$ cat src/rtl/tsme_pkg.sv
// Shared codes, widths and control/status types for the two-set membership engine.
`timescale 1ns / 1ps

package tsme_pkg;

    // Element and result field widths.
    localparam int DATA_W   = 32;
    localparam int CMD_W    = 3;
    localparam int COUNT_W  = 6;
    localparam int STATUS_W = 2;

    // Operation codes.
    localparam logic [CMD_W-1:0] CMD_INSERT    = 3'd0;
    localparam logic [CMD_W-1:0] CMD_REMOVE    = 3'd1;
    localparam logic [CMD_W-1:0] CMD_CONTAINS  = 3'd2;
    localparam logic [CMD_W-1:0] CMD_SIZE      = 3'd3;
    localparam logic [CMD_W-1:0] CMD_INTERSECT = 3'd4;

    // Result status codes.
    localparam logic [STATUS_W-1:0] ST_OK        = 2'd0;
    localparam logic [STATUS_W-1:0] ST_FULL      = 2'd1;
    localparam logic [STATUS_W-1:0] ST_NOT_FOUND = 2'd2;
    localparam logic [STATUS_W-1:0] ST_EMPTY     = 2'd3;

    // Commands from the controller to the datapath.
    typedef struct packed {
        logic load;        // capture the accepted input word
        logic scan_init;   // restart the search pipeline
        logic scan_step;   // advance the search by one entry
        logic shift_init;  // start closing the gap after the found entry
        logic shift_step;  // move one entry down
        logic op_finish;   // update count and load the result of a single-result command
        logic outer_init;  // restart the intersection walk over the first set
        logic fetch;       // read the next first-set entry
        logic cand_load;   // latch that entry as the search key
        logic pend_push;   // hold a match, releasing the previous one as a result
        logic x_finish;    // release the final intersection result
    } tsme_ctl_t;

    // Status from the datapath to the controller.
    typedef struct packed {
        logic [CMD_W-1:0] cmd;
        logic             hit;
        logic             scan_done;
        logic             shift_done;
        logic             outer_more;
        logic             pend_valid;
        logic             out_free;
    } tsme_status_t;

endpackage

$ cat src/rtl/tsme_dp.sv
// Datapath of the two-set membership engine: set memories, counts, search and result register.
`timescale 1ns / 1ps

module tsme_dp #(
    parameter int SET_CAPACITY = 32
) (
    input  logic                                   aclk,
    input  logic                                   aresetn,
    input  tsme_pkg::tsme_ctl_t                    ctl,
    output tsme_pkg::tsme_status_t                 sts,
    input  logic [tsme_pkg::CMD_W-1:0]             in_cmd,
    input  logic                                   in_set_select,
    input  logic signed [tsme_pkg::DATA_W-1:0]     in_value,
    output logic                                   out_valid,
    input  logic                                   out_ready,
    output logic signed [tsme_pkg::DATA_W-1:0]     out_element,
    output logic                                   out_found,
    output logic [tsme_pkg::COUNT_W-1:0]           out_count,
    output logic [tsme_pkg::STATUS_W-1:0]          out_status,
    output logic                                   out_last
);

    localparam int AW  = (SET_CAPACITY > 1) ? $clog2(SET_CAPACITY) : 1;
    localparam int CW  = $clog2(SET_CAPACITY + 1);
    localparam int DW  = tsme_pkg::DATA_W;
    localparam int OCW = tsme_pkg::COUNT_W;
    localparam logic [CW-1:0] CAP = CW'(SET_CAPACITY);

    // Captured command.
    logic [tsme_pkg::CMD_W-1:0] cmd_reg;
    logic                       sel_reg;
    logic [DW-1:0]              value_reg;

    // Set storage and counts.
    logic [DW-1:0] mem1 [0:SET_CAPACITY-1];
    logic [DW-1:0] mem2 [0:SET_CAPACITY-1];
    logic [DW-1:0] rd1_reg;
    logic [DW-1:0] rd2_reg;
    logic [CW-1:0] cnt1_reg;
    logic [CW-1:0] cnt2_reg;

    // Search and shift pipeline.
    logic [CW-1:0] idx_reg;
    logic          rd_vld_reg;
    logic [AW-1:0] rd_idx_reg;
    logic          hit_reg;
    logic [AW-1:0] hit_idx_reg;

    // Intersection walk.
    logic [CW-1:0] jdx_reg;
    logic [DW-1:0] cand_reg;
    logic          pend_valid_reg;
    logic [DW-1:0] pend_elem_reg;

    // Result register.
    logic                              out_valid_reg;
    logic [DW-1:0]                     out_element_reg;
    logic                              out_found_reg;
    logic [OCW-1:0]                    out_count_reg;
    logic [tsme_pkg::STATUS_W-1:0]     out_status_reg;
    logic                              out_last_reg;

    logic                          xmode;
    logic                          use_second;
    logic [CW-1:0]                 n_sel;
    logic [DW-1:0]                 rd_sel;
    logic [DW-1:0]                 key;
    logic                          issue;
    logic                          match;
    logic                          idx_end;
    logic [AW-1:0]                 raddr;
    logic                          we;
    logic [AW-1:0]                 waddr;
    logic [DW-1:0]                 wdata;
    logic                          out_free;
    logic                          fin_found;
    logic [CW-1:0]                 fin_count;
    logic [tsme_pkg::STATUS_W-1:0] fin_status;
    logic                          cnt_we;
    logic                          load_out;
    logic [DW-1:0]                 elem_next;
    logic                          found_next;
    logic [CW-1:0]                 count_next;
    logic [tsme_pkg::STATUS_W-1:0] status_next;
    logic                          last_next;

    // The intersection always searches the second set with a first-set entry as key.
    assign xmode      = (cmd_reg == tsme_pkg::CMD_INTERSECT);
    assign use_second = xmode | sel_reg;
    assign n_sel      = use_second ? cnt2_reg : cnt1_reg;
    assign rd_sel     = use_second ? rd2_reg : rd1_reg;
    assign key        = xmode ? cand_reg : value_reg;

    // Read one entry per cycle while below the count; compare it in the following cycle.
    assign idx_end  = (idx_reg >= n_sel);
    assign issue    = (ctl.scan_step | ctl.shift_step) & ~idx_end;
    assign match    = rd_vld_reg & (rd_sel == key);
    assign raddr    = ctl.fetch ? jdx_reg[AW-1:0] : idx_reg[AW-1:0];
    assign out_free = ~out_valid_reg | out_ready;

    // Memory write: a shifted entry moves one place down, or an insert appends.
    always_comb begin
        we    = 1'b0;
        waddr = rd_idx_reg - AW'(1);
        wdata = rd_sel;
        if (ctl.shift_step && rd_vld_reg) begin
            we = 1'b1;
        end else if (ctl.op_finish && cmd_reg == tsme_pkg::CMD_INSERT && n_sel < CAP) begin
            we    = 1'b1;
            waddr = n_sel[AW-1:0];
            wdata = value_reg;
        end
    end

    // Fields and new count of a single-result command.
    always_comb begin
        fin_found  = hit_reg;
        fin_count  = n_sel;
        fin_status = tsme_pkg::ST_OK;
        cnt_we     = 1'b0;
        case (cmd_reg)
            tsme_pkg::CMD_INSERT: begin
                if (n_sel >= CAP) begin
                    fin_status = tsme_pkg::ST_FULL;
                end else begin
                    fin_count = n_sel + CW'(1);
                    cnt_we    = 1'b1;
                end
            end
            tsme_pkg::CMD_REMOVE: begin
                if (hit_reg) begin
                    fin_count = n_sel - CW'(1);
                    cnt_we    = 1'b1;
                end else begin
                    fin_status = tsme_pkg::ST_NOT_FOUND;
                end
            end
            tsme_pkg::CMD_CONTAINS: begin
                if (!hit_reg) begin
                    fin_status = tsme_pkg::ST_NOT_FOUND;
                end
            end
            default: begin
                fin_found = 1'b0;
            end
        endcase
    end

    // Result selection for the output register.
    always_comb begin
        load_out    = 1'b0;
        elem_next   = value_reg;
        found_next  = fin_found;
        count_next  = fin_count;
        status_next = fin_status;
        last_next   = 1'b1;
        if (ctl.op_finish) begin
            load_out = 1'b1;
        end else if (ctl.pend_push && pend_valid_reg) begin
            load_out    = 1'b1;
            elem_next   = pend_elem_reg;
            found_next  = 1'b1;
            count_next  = cnt1_reg;
            status_next = tsme_pkg::ST_OK;
            last_next   = 1'b0;
        end else if (ctl.x_finish) begin
            load_out   = 1'b1;
            count_next = cnt1_reg;
            if (pend_valid_reg) begin
                elem_next   = pend_elem_reg;
                found_next  = 1'b1;
                status_next = tsme_pkg::ST_OK;
            end else begin
                found_next  = 1'b0;
                status_next = tsme_pkg::ST_EMPTY;
            end
        end
    end

    // Set memories with registered read data.
    always_ff @(posedge aclk) begin
        if (we && !use_second) begin
            mem1[waddr] <= wdata;
        end
        if (we && use_second) begin
            mem2[waddr] <= wdata;
        end
        rd1_reg <= mem1[raddr];
        rd2_reg <= mem2[raddr];
    end

    // Control state.
    always_ff @(posedge aclk) begin
        if (!aresetn) begin
            cnt1_reg       <= '0;
            cnt2_reg       <= '0;
            rd_vld_reg     <= 1'b0;
            hit_reg        <= 1'b0;
            pend_valid_reg <= 1'b0;
            out_valid_reg  <= 1'b0;
        end else begin
            rd_vld_reg <= issue;
            if (ctl.scan_init) begin
                hit_reg <= 1'b0;
            end else if (ctl.scan_step && match) begin
                hit_reg <= 1'b1;
            end
            if (ctl.op_finish && cnt_we) begin
                if (use_second) begin
                    cnt2_reg <= fin_count;
                end else begin
                    cnt1_reg <= fin_count;
                end
            end
            if (ctl.outer_init) begin
                pend_valid_reg <= 1'b0;
            end else if (ctl.pend_push) begin
                pend_valid_reg <= 1'b1;
            end
            if (load_out) begin
                out_valid_reg <= 1'b1;
            end else if (out_ready) begin
                out_valid_reg <= 1'b0;
            end
        end
    end

    // Payload registers.
    always_ff @(posedge aclk) begin
        if (ctl.load) begin
            cmd_reg   <= in_cmd;
            sel_reg   <= in_set_select;
            value_reg <= in_value;
        end
        rd_idx_reg <= idx_reg[AW-1:0];
        if (ctl.scan_init) begin
            idx_reg <= '0;
        end else if (ctl.shift_init) begin
            idx_reg <= CW'(hit_idx_reg) + CW'(1);
        end else if (issue) begin
            idx_reg <= idx_reg + CW'(1);
        end
        if (ctl.scan_step && match && !hit_reg) begin
            hit_idx_reg <= rd_idx_reg;
        end
        if (ctl.outer_init) begin
            jdx_reg <= '0;
        end else if (ctl.cand_load) begin
            jdx_reg <= jdx_reg + CW'(1);
        end
        if (ctl.cand_load) begin
            cand_reg <= rd1_reg;
        end
        if (ctl.pend_push) begin
            pend_elem_reg <= cand_reg;
        end
        if (load_out) begin
            out_element_reg <= elem_next;
            out_found_reg   <= found_next;
            out_count_reg   <= OCW'(count_next);
            out_status_reg  <= status_next;
            out_last_reg    <= last_next;
        end
    end

    // Status back to the controller.
    always_comb begin
        sts.cmd        = cmd_reg;
        sts.hit        = hit_reg;
        sts.scan_done  = hit_reg | (idx_end & ~rd_vld_reg);
        sts.shift_done = idx_end & ~rd_vld_reg;
        sts.outer_more = (jdx_reg < cnt1_reg);
        sts.pend_valid = pend_valid_reg;
        sts.out_free   = out_free;
    end

    assign out_valid   = out_valid_reg;
    assign out_element = out_element_reg;
    assign out_found   = out_found_reg;
    assign out_count   = out_count_reg;
    assign out_status  = out_status_reg;
    assign out_last    = out_last_reg;

endmodule

$ cat src/rtl/tsme_ctrl.sv
// Controller state machine of the two-set membership engine.
`timescale 1ns / 1ps

module tsme_ctrl (
    input  logic                   aclk,
    input  logic                   aresetn,
    input  logic                   in_valid,
    output logic                   in_ready,
    input  tsme_pkg::tsme_status_t sts,
    output tsme_pkg::tsme_ctl_t    ctl
);

    localparam logic [3:0] S_IDLE       = 4'd0;
    localparam logic [3:0] S_DISPATCH   = 4'd1;
    localparam logic [3:0] S_OP_SCAN    = 4'd2;
    localparam logic [3:0] S_SHIFT_INIT = 4'd3;
    localparam logic [3:0] S_SHIFT      = 4'd4;
    localparam logic [3:0] S_FINISH     = 4'd5;
    localparam logic [3:0] S_X_CHECK    = 4'd6;
    localparam logic [3:0] S_X_FETCH    = 4'd7;
    localparam logic [3:0] S_X_CAND     = 4'd8;
    localparam logic [3:0] S_X_SCAN     = 4'd9;
    localparam logic [3:0] S_X_HIT      = 4'd10;
    localparam logic [3:0] S_X_END      = 4'd11;

    logic [3:0] state_reg;
    logic [3:0] state_next;

    assign in_ready = (state_reg == S_IDLE);

    // Next state and datapath commands.
    always_comb begin
        state_next = state_reg;
        ctl        = '0;
        case (state_reg)
            S_IDLE: begin
                if (in_valid) begin
                    ctl.load   = 1'b1;
                    state_next = S_DISPATCH;
                end
            end
            S_DISPATCH: begin
                ctl.scan_init  = 1'b1;
                ctl.outer_init = 1'b1;
                case (sts.cmd)
                    tsme_pkg::CMD_INSERT, tsme_pkg::CMD_REMOVE, tsme_pkg::CMD_CONTAINS:
                        state_next = S_OP_SCAN;
                    tsme_pkg::CMD_SIZE:      state_next = S_FINISH;
                    tsme_pkg::CMD_INTERSECT: state_next = S_X_CHECK;
                    default:                 state_next = S_IDLE;
                endcase
            end
            S_OP_SCAN: begin
                if (sts.scan_done) begin
                    if (sts.cmd == tsme_pkg::CMD_REMOVE && sts.hit) begin
                        state_next = S_SHIFT_INIT;
                    end else begin
                        state_next = S_FINISH;
                    end
                end else begin
                    ctl.scan_step = 1'b1;
                end
            end
            S_SHIFT_INIT: begin
                ctl.shift_init = 1'b1;
                state_next     = S_SHIFT;
            end
            S_SHIFT: begin
                if (sts.shift_done) begin
                    state_next = S_FINISH;
                end else begin
                    ctl.shift_step = 1'b1;
                end
            end
            S_FINISH: begin
                if (sts.out_free) begin
                    ctl.op_finish = 1'b1;
                    state_next    = S_IDLE;
                end
            end
            S_X_CHECK: begin
                state_next = sts.outer_more ? S_X_FETCH : S_X_END;
            end
            S_X_FETCH: begin
                ctl.fetch  = 1'b1;
                state_next = S_X_CAND;
            end
            S_X_CAND: begin
                ctl.cand_load = 1'b1;
                ctl.scan_init = 1'b1;
                state_next    = S_X_SCAN;
            end
            S_X_SCAN: begin
                if (sts.scan_done) begin
                    state_next = sts.hit ? S_X_HIT : S_X_CHECK;
                end else begin
                    ctl.scan_step = 1'b1;
                end
            end
            S_X_HIT: begin
                // A held match goes out only once the next one proves it is not the last.
                if (!sts.pend_valid || sts.out_free) begin
                    ctl.pend_push = 1'b1;
                    state_next    = S_X_CHECK;
                end
            end
            S_X_END: begin
                if (sts.out_free) begin
                    ctl.x_finish = 1'b1;
                    state_next   = S_IDLE;
                end
            end
            default: begin
                state_next = S_IDLE;
            end
        endcase
    end

    always_ff @(posedge aclk) begin
        if (!aresetn) begin
            state_reg <= S_IDLE;
        end else begin
            state_reg <= state_next;
        end
    end

endmodule

$ cat src/rtl/two_set_membership_engine_core.sv
// Top level of the two-set membership engine: stream ports, controller and datapath.
//
// Usage: commands arrive on the s_ channel, one word each; results leave on the m_ channel.
// Insert, remove, contains and size each give exactly one result word with m_tlast set.
// Intersection gives one word per first-set entry found in the second set, in first-set
// order, with m_tlast on the final one, or a single word with status "empty intersection".
// Unused command codes are dropped without a result.
// s_tready is high only while the engine is idle; one command is worked on at a time.
// Insert and contains use a linear search of the chosen set, one memory read per cycle;
// remove searches the same way, then moves each later entry down one place, one entry
// per cycle; size needs no search. Intersection walks the first set and searches the
// second set for each entry, through the single read port of each set memory.
// The result sits in an output register; a stalled receiver holds the engine in its
// current step until the word is taken, and no word is lost or repeated.
// Reset (aresetn low, synchronous) empties both sets; no clearing pass is needed.
`timescale 1ns / 1ps

module two_set_membership_engine_core #(
    parameter int SET_CAPACITY = 32
) (
    input  logic        aclk,
    input  logic        aresetn,
    input  logic        s_tvalid,
    output logic        s_tready,
    input  logic [31:0] s_tdata,   // [31:0] value
    input  logic [3:0]  s_tuser,   // [2:0] cmd, [3] set_select
    output logic        m_tvalid,
    input  logic        m_tready,
    output logic [39:0] m_tdata,   // [31:0] element, [37:32] count, [39:38] zero
    output logic [2:0]  m_tuser,   // [0] found, [2:1] status
    output logic        m_tlast
);

    tsme_pkg::tsme_ctl_t    ctl;
    tsme_pkg::tsme_status_t sts;

    logic signed [tsme_pkg::DATA_W-1:0]  out_element;
    logic                                out_found;
    logic [tsme_pkg::COUNT_W-1:0]        out_count;
    logic [tsme_pkg::STATUS_W-1:0]       out_status;

    tsme_ctrl u_ctrl (
        .aclk     (aclk),
        .aresetn  (aresetn),
        .in_valid (s_tvalid),
        .in_ready (s_tready),
        .sts      (sts),
        .ctl      (ctl)
    );

    tsme_dp #(
        .SET_CAPACITY (SET_CAPACITY)
    ) u_dp (
        .aclk          (aclk),
        .aresetn       (aresetn),
        .ctl           (ctl),
        .sts           (sts),
        .in_cmd        (s_tuser[2:0]),
        .in_set_select (s_tuser[3]),
        .in_value      (s_tdata),
        .out_valid     (m_tvalid),
        .out_ready     (m_tready),
        .out_element   (out_element),
        .out_found     (out_found),
        .out_count     (out_count),
        .out_status    (out_status),
        .out_last      (m_tlast)
    );

    // Pack the result word.
    assign m_tdata = {2'b00, out_count, out_element};
    assign m_tuser = {out_status, out_found};

endmodule
$ cat config.mk
export PLATFORM = sky130hd
export DESIGN_NAME = two_set_membership_engine_core
export DESIGN_NICKNAME = d
export VERILOG_FILES = /design/src/rtl/tsme_pkg.sv /design/src/rtl/tsme_dp.sv /design/src/rtl/tsme_ctrl.sv /design/src/rtl/two_set_membership_engine_core.sv
export SDC_FILE = /design/constraint.sdc
export NUM_CORES = 2
export LEC_CHECK = 0
export ABC_AREA = 1
export BUFFER_PORTS_ARGS = -buffer_cell sky130_fd_sc_hd__buf_2
export CORE_UTILIZATION = 45
export DETAILED_ROUTE_END_ITERATION = 6
export GPL_ROUTABILITY_DRIVEN = 1
export HOLD_SLACK_MARGIN = 0.06
export PLACE_DENSITY = 0.65
export SYNTH_ARGS = -nofsm -noshare
export SYNTH_HDL_FRONTEND = slang
export SYNTH_SLANG_ARGS = --single-unit
$ cat constraint.sdc
create_clock -name aclk -period 5 [get_ports aclk]
set_input_delay 0.25 -clock aclk [delete_from_list [all_inputs] [get_ports aclk]]
set_output_delay 0.25 -clock aclk [all_outputs]
set_load 0.1 [all_outputs]
==> impl_results.md <==
- Mapped Cells: 7169
- CP most frequent cell: nand2_1
- Worst hold stages: 2
- CP endpoint kind: register
- Post-synthesis compound-gate area fraction: 0.1072
- Outcome: complete, but fails checks
- Core box area: 199700 µm²
- Failing checks: DRC
- Number of synthesized flops with an enable pin: 2195
- Post-synthesis mux area share: 0
- Fin Setup TNS: 0 ns
- RSZ-0062 raised after global routing: false
- Leading cell type in the layout, fill and taps excluded: edfxtp_1
- Simple-Gate Fraction of Synth Area: 0.1093
- Die Y: 450.2 µm
- CTS tree: built
- Largest net degree at the start of global routing: 142
- Reg clk slew, reported paths: 0.06 ns
- Mapped cell area: 90390 µm²
- Die area: 202700 µm²
- WP data required: 5.56 ns
- Switching power: 22.72 mW
- GR Overflow Total: 0
- Setup Skew: 0.02639 ns
- Worst path slowest cell: nor2_4
- Yosys cell types: 45
- Initial antenna violation count: 8
- CP Class: register to register
- P per Cell Area: 596.9 nW/µm²
- Synth Warn #: 0
- Fin. Hold Viols: 0
- Reg2Reg Depth: 13
- Register area share after synthesis: 0.7516
- Total power: 61.11 mW
- Fmax: 0.2386 GHz
- Routed vias: 59.73k
- Synth Flop Type: edfxtp_1
- Post-synth ARST share: 0
- WL final: 255.3 mm
- Commonest cells after routing, fill and taps aside: edfxtp_1, nor2_1, o21ai_0
- Vias in the first global route: 56.60k
- Worst skew pair latency: 0.87 ns
- CP startpoint kind: register
- Hpwl dp: 139.7 mm
- Yosys reg bits: 2296
- Measured slew at the worst slew-check pin: 1.289 ns
- Ranking of synthesized cells by area: edfxtp_1, o21ai_0, nor2_1, nand2_1, o22ai_1
- Cell Int Power: 38.40 mW
- Fin nets: 7295
- Buffers added on ports: 83
- Router iterations before antenna repair: 7
- Mean Syn Cell Area: 12.61 µm²
- Maximum vdd ir drop: 0.6252 mV
- Max-cap violations: 0
- Die X: 450.2 µm
- Worst Hold Class: primary input to register
- Synthesis-to-finish area growth: 13.27%
- Largest family of logic cells by synthesized area: simple AND/OR/NAND/NOR gates
- Crit share post-route: 0.8383
- Initial DRC Count: 7733
- First-pass GRT wire length: 371.4 mm
- Initial Utilization: 0.4527
- Worst path cell trace: nor2_2 -> nand2_2 -> nand2_4 -> buf_4 -> nand2_1 -> nand2_1 -> inv_1 -> o21ai_2 -> nand2_1 -> inv_1 -> nand2_1 -> nor2_4 -> buf_4
- Final ANT Viol Nets: 0
- GRT Util Overall: 0.2457
- Max-slew violation count: 0
- Share of post-route cells with drive strength above 1: 0.09810
- Vias/cell: 5.927
- DR DRC count: 1
- Rows: 164
- Comb power frac: 0.320
- Number of clock sinks: 2296
- CTS H-Tree Depth: 4
- Crit-path max cell delay: 0.58 ns
- Leak: 33.88 nW
- Io pins: 86
- Seq pwr share: 0.419
- Synth Area in XOR/XNOR: 0.001938
- Adder-Cell Fraction of Synth Area: 0.001800
- Postcts setup bufs: 0
- Biggest regs: u_dp.mem1 x1024, u_dp.mem2 x1024
- Fin crit period: 4.191 ns
- Number of buffers created by CTS: 214
- Worst-path fanout max: 51
- Wire per inst: 25.33 µm
- Setup violations, final: 0
- CP Data Arrival Time: 4.76 ns
- Top-area cell type share of the netlist area: 0.7292
- Synth area leader: edfxtp_1
- Slew headroom: 0.1371
- Clock power frac: 0.261
- Max Root-Sink Buffers: 3
- Clock root buffer: clkbuf_16
- Switch share: 0.3717
- GPL Wtd Cong: 0.8995
- Hold Slack: 0.1021 ns
-- metrics by stage --
stage               std cells  setup WS (ns)  cell area (µm²)  utilization
finish                  10080         0.8086           102400       0.5128
global route            10080         0.5908           102400       0.5128
CTS                     10080         0.8823           102400       0.5128
detailed placement       9629         0.9179            95020       0.4759
global placement         9629         0.8795            95020       0.4759
floorplan                7170         0.1583            90390            -
-- cells by family (layout without fill, tap and decap cells) --
| logic type | after synthesis | in the layout |
|---|---|---|
| DFF | 2296 | 2296 |
| and+or+nand+nor | 2460 | 2460 |
| xor gates and xnor gates | 20 | 20 |
| other | 1 | 3 |
| AOI/OAI and AO/OA | 1749 | 1749 |
| buffers and inverters | 630 | 881 |
| adders and majority gates | 13 | 13 |
-- worst max-delay path: cells and delay by family (launching register included) --
kind,cells,cell delay [ns]
AO/OA/AOI/OAI,1,0.31
buffers and inverters,4,1.26
flip-flops,1,0.47
AND/OR/NAND/NOR,8,1.82
-- power by group through the flow --
| stage | logic, mW | clock network [mW] | registers [mW] |
|---|---|---|---|
| final | 19.5 | 15.9 | 25.6 |
| after global routing | 21.0 | 16.8 | 25.6 |
| after CTS | 19.2 | 16.1 | 25.6 |
| after detailed placement | 19.1 | 0 | 26.0 |
| after global placement | 18.7 | 0 | 26.0 |
| after floorplan | 11.0 | 0 | 26.4 |
-- final timing paths --
kind	start	end	slack, ns
max	u_dp.cmd_reg[0]$_DFFE_PP_	u_dp.mem1[28][17]$_DFFE_PP_	0.81
min	s_tdata[26]	u_dp.value_reg[26]$_DFFE_PP_	0.10
max reg2reg	u_dp.cmd_reg[0]$_DFFE_PP_	u_dp.mem1[28][17]$_DFFE_PP_	0.81
min reg2reg	u_dp.idx_reg[0]$_SDFFE_PP0P_	u_dp.rd_idx_reg[0]$_DFF_P_	0.37
-- what timing repair did --
| action | CTS | global route |
|---|---|---|
| endpoints found under the hold margin | 93 | 0 |
| hold buffers | 53 | 0 |
| gates resized for setup | 0 | 0 |
-- final cells by class --
cell class / count / area [µm²]
sequential: 2296 / 67940
clock buffer: 274 / 5703
tap: 2656 / 3323
inverter: 154 / 605.6
antenna: 1 / 2.502
multi-input combinational: 4244 / 20770
clock inverter: 121 / 1127
fill: 16480 / 97270
timing repair buffer: 332 / 2918
-- cell usage after synthesis, types with 12 or more instances --
cell,number
edfxtp_1,2195
nor2_1,1124
o21ai_0,998
nand2_1,882
o22ai_1,437
nand3_1,391
clkbuf_1,341
o21ai_1,178
inv_1,135
dfxtp_1,101
buf_2,93
o221ai_1,73
nor3_1,33
a21oi_1,30
buf_1,27
xor2_1,18
inv_2,17
ha_1,13
buf_4,12
o211ai_1,12
-- routing by layer --
metal,up-vias,share of wire,global-route usage
met2,3280,0.46,0.3858
li1,26380,-,-
met5,-,0.000098,0
met4,4,0.034,0.08945
met3,465,0.11,0.04510
met1,29600,0.40,0.3422
No activity file was read; power rests on OpenSTA's default activity.
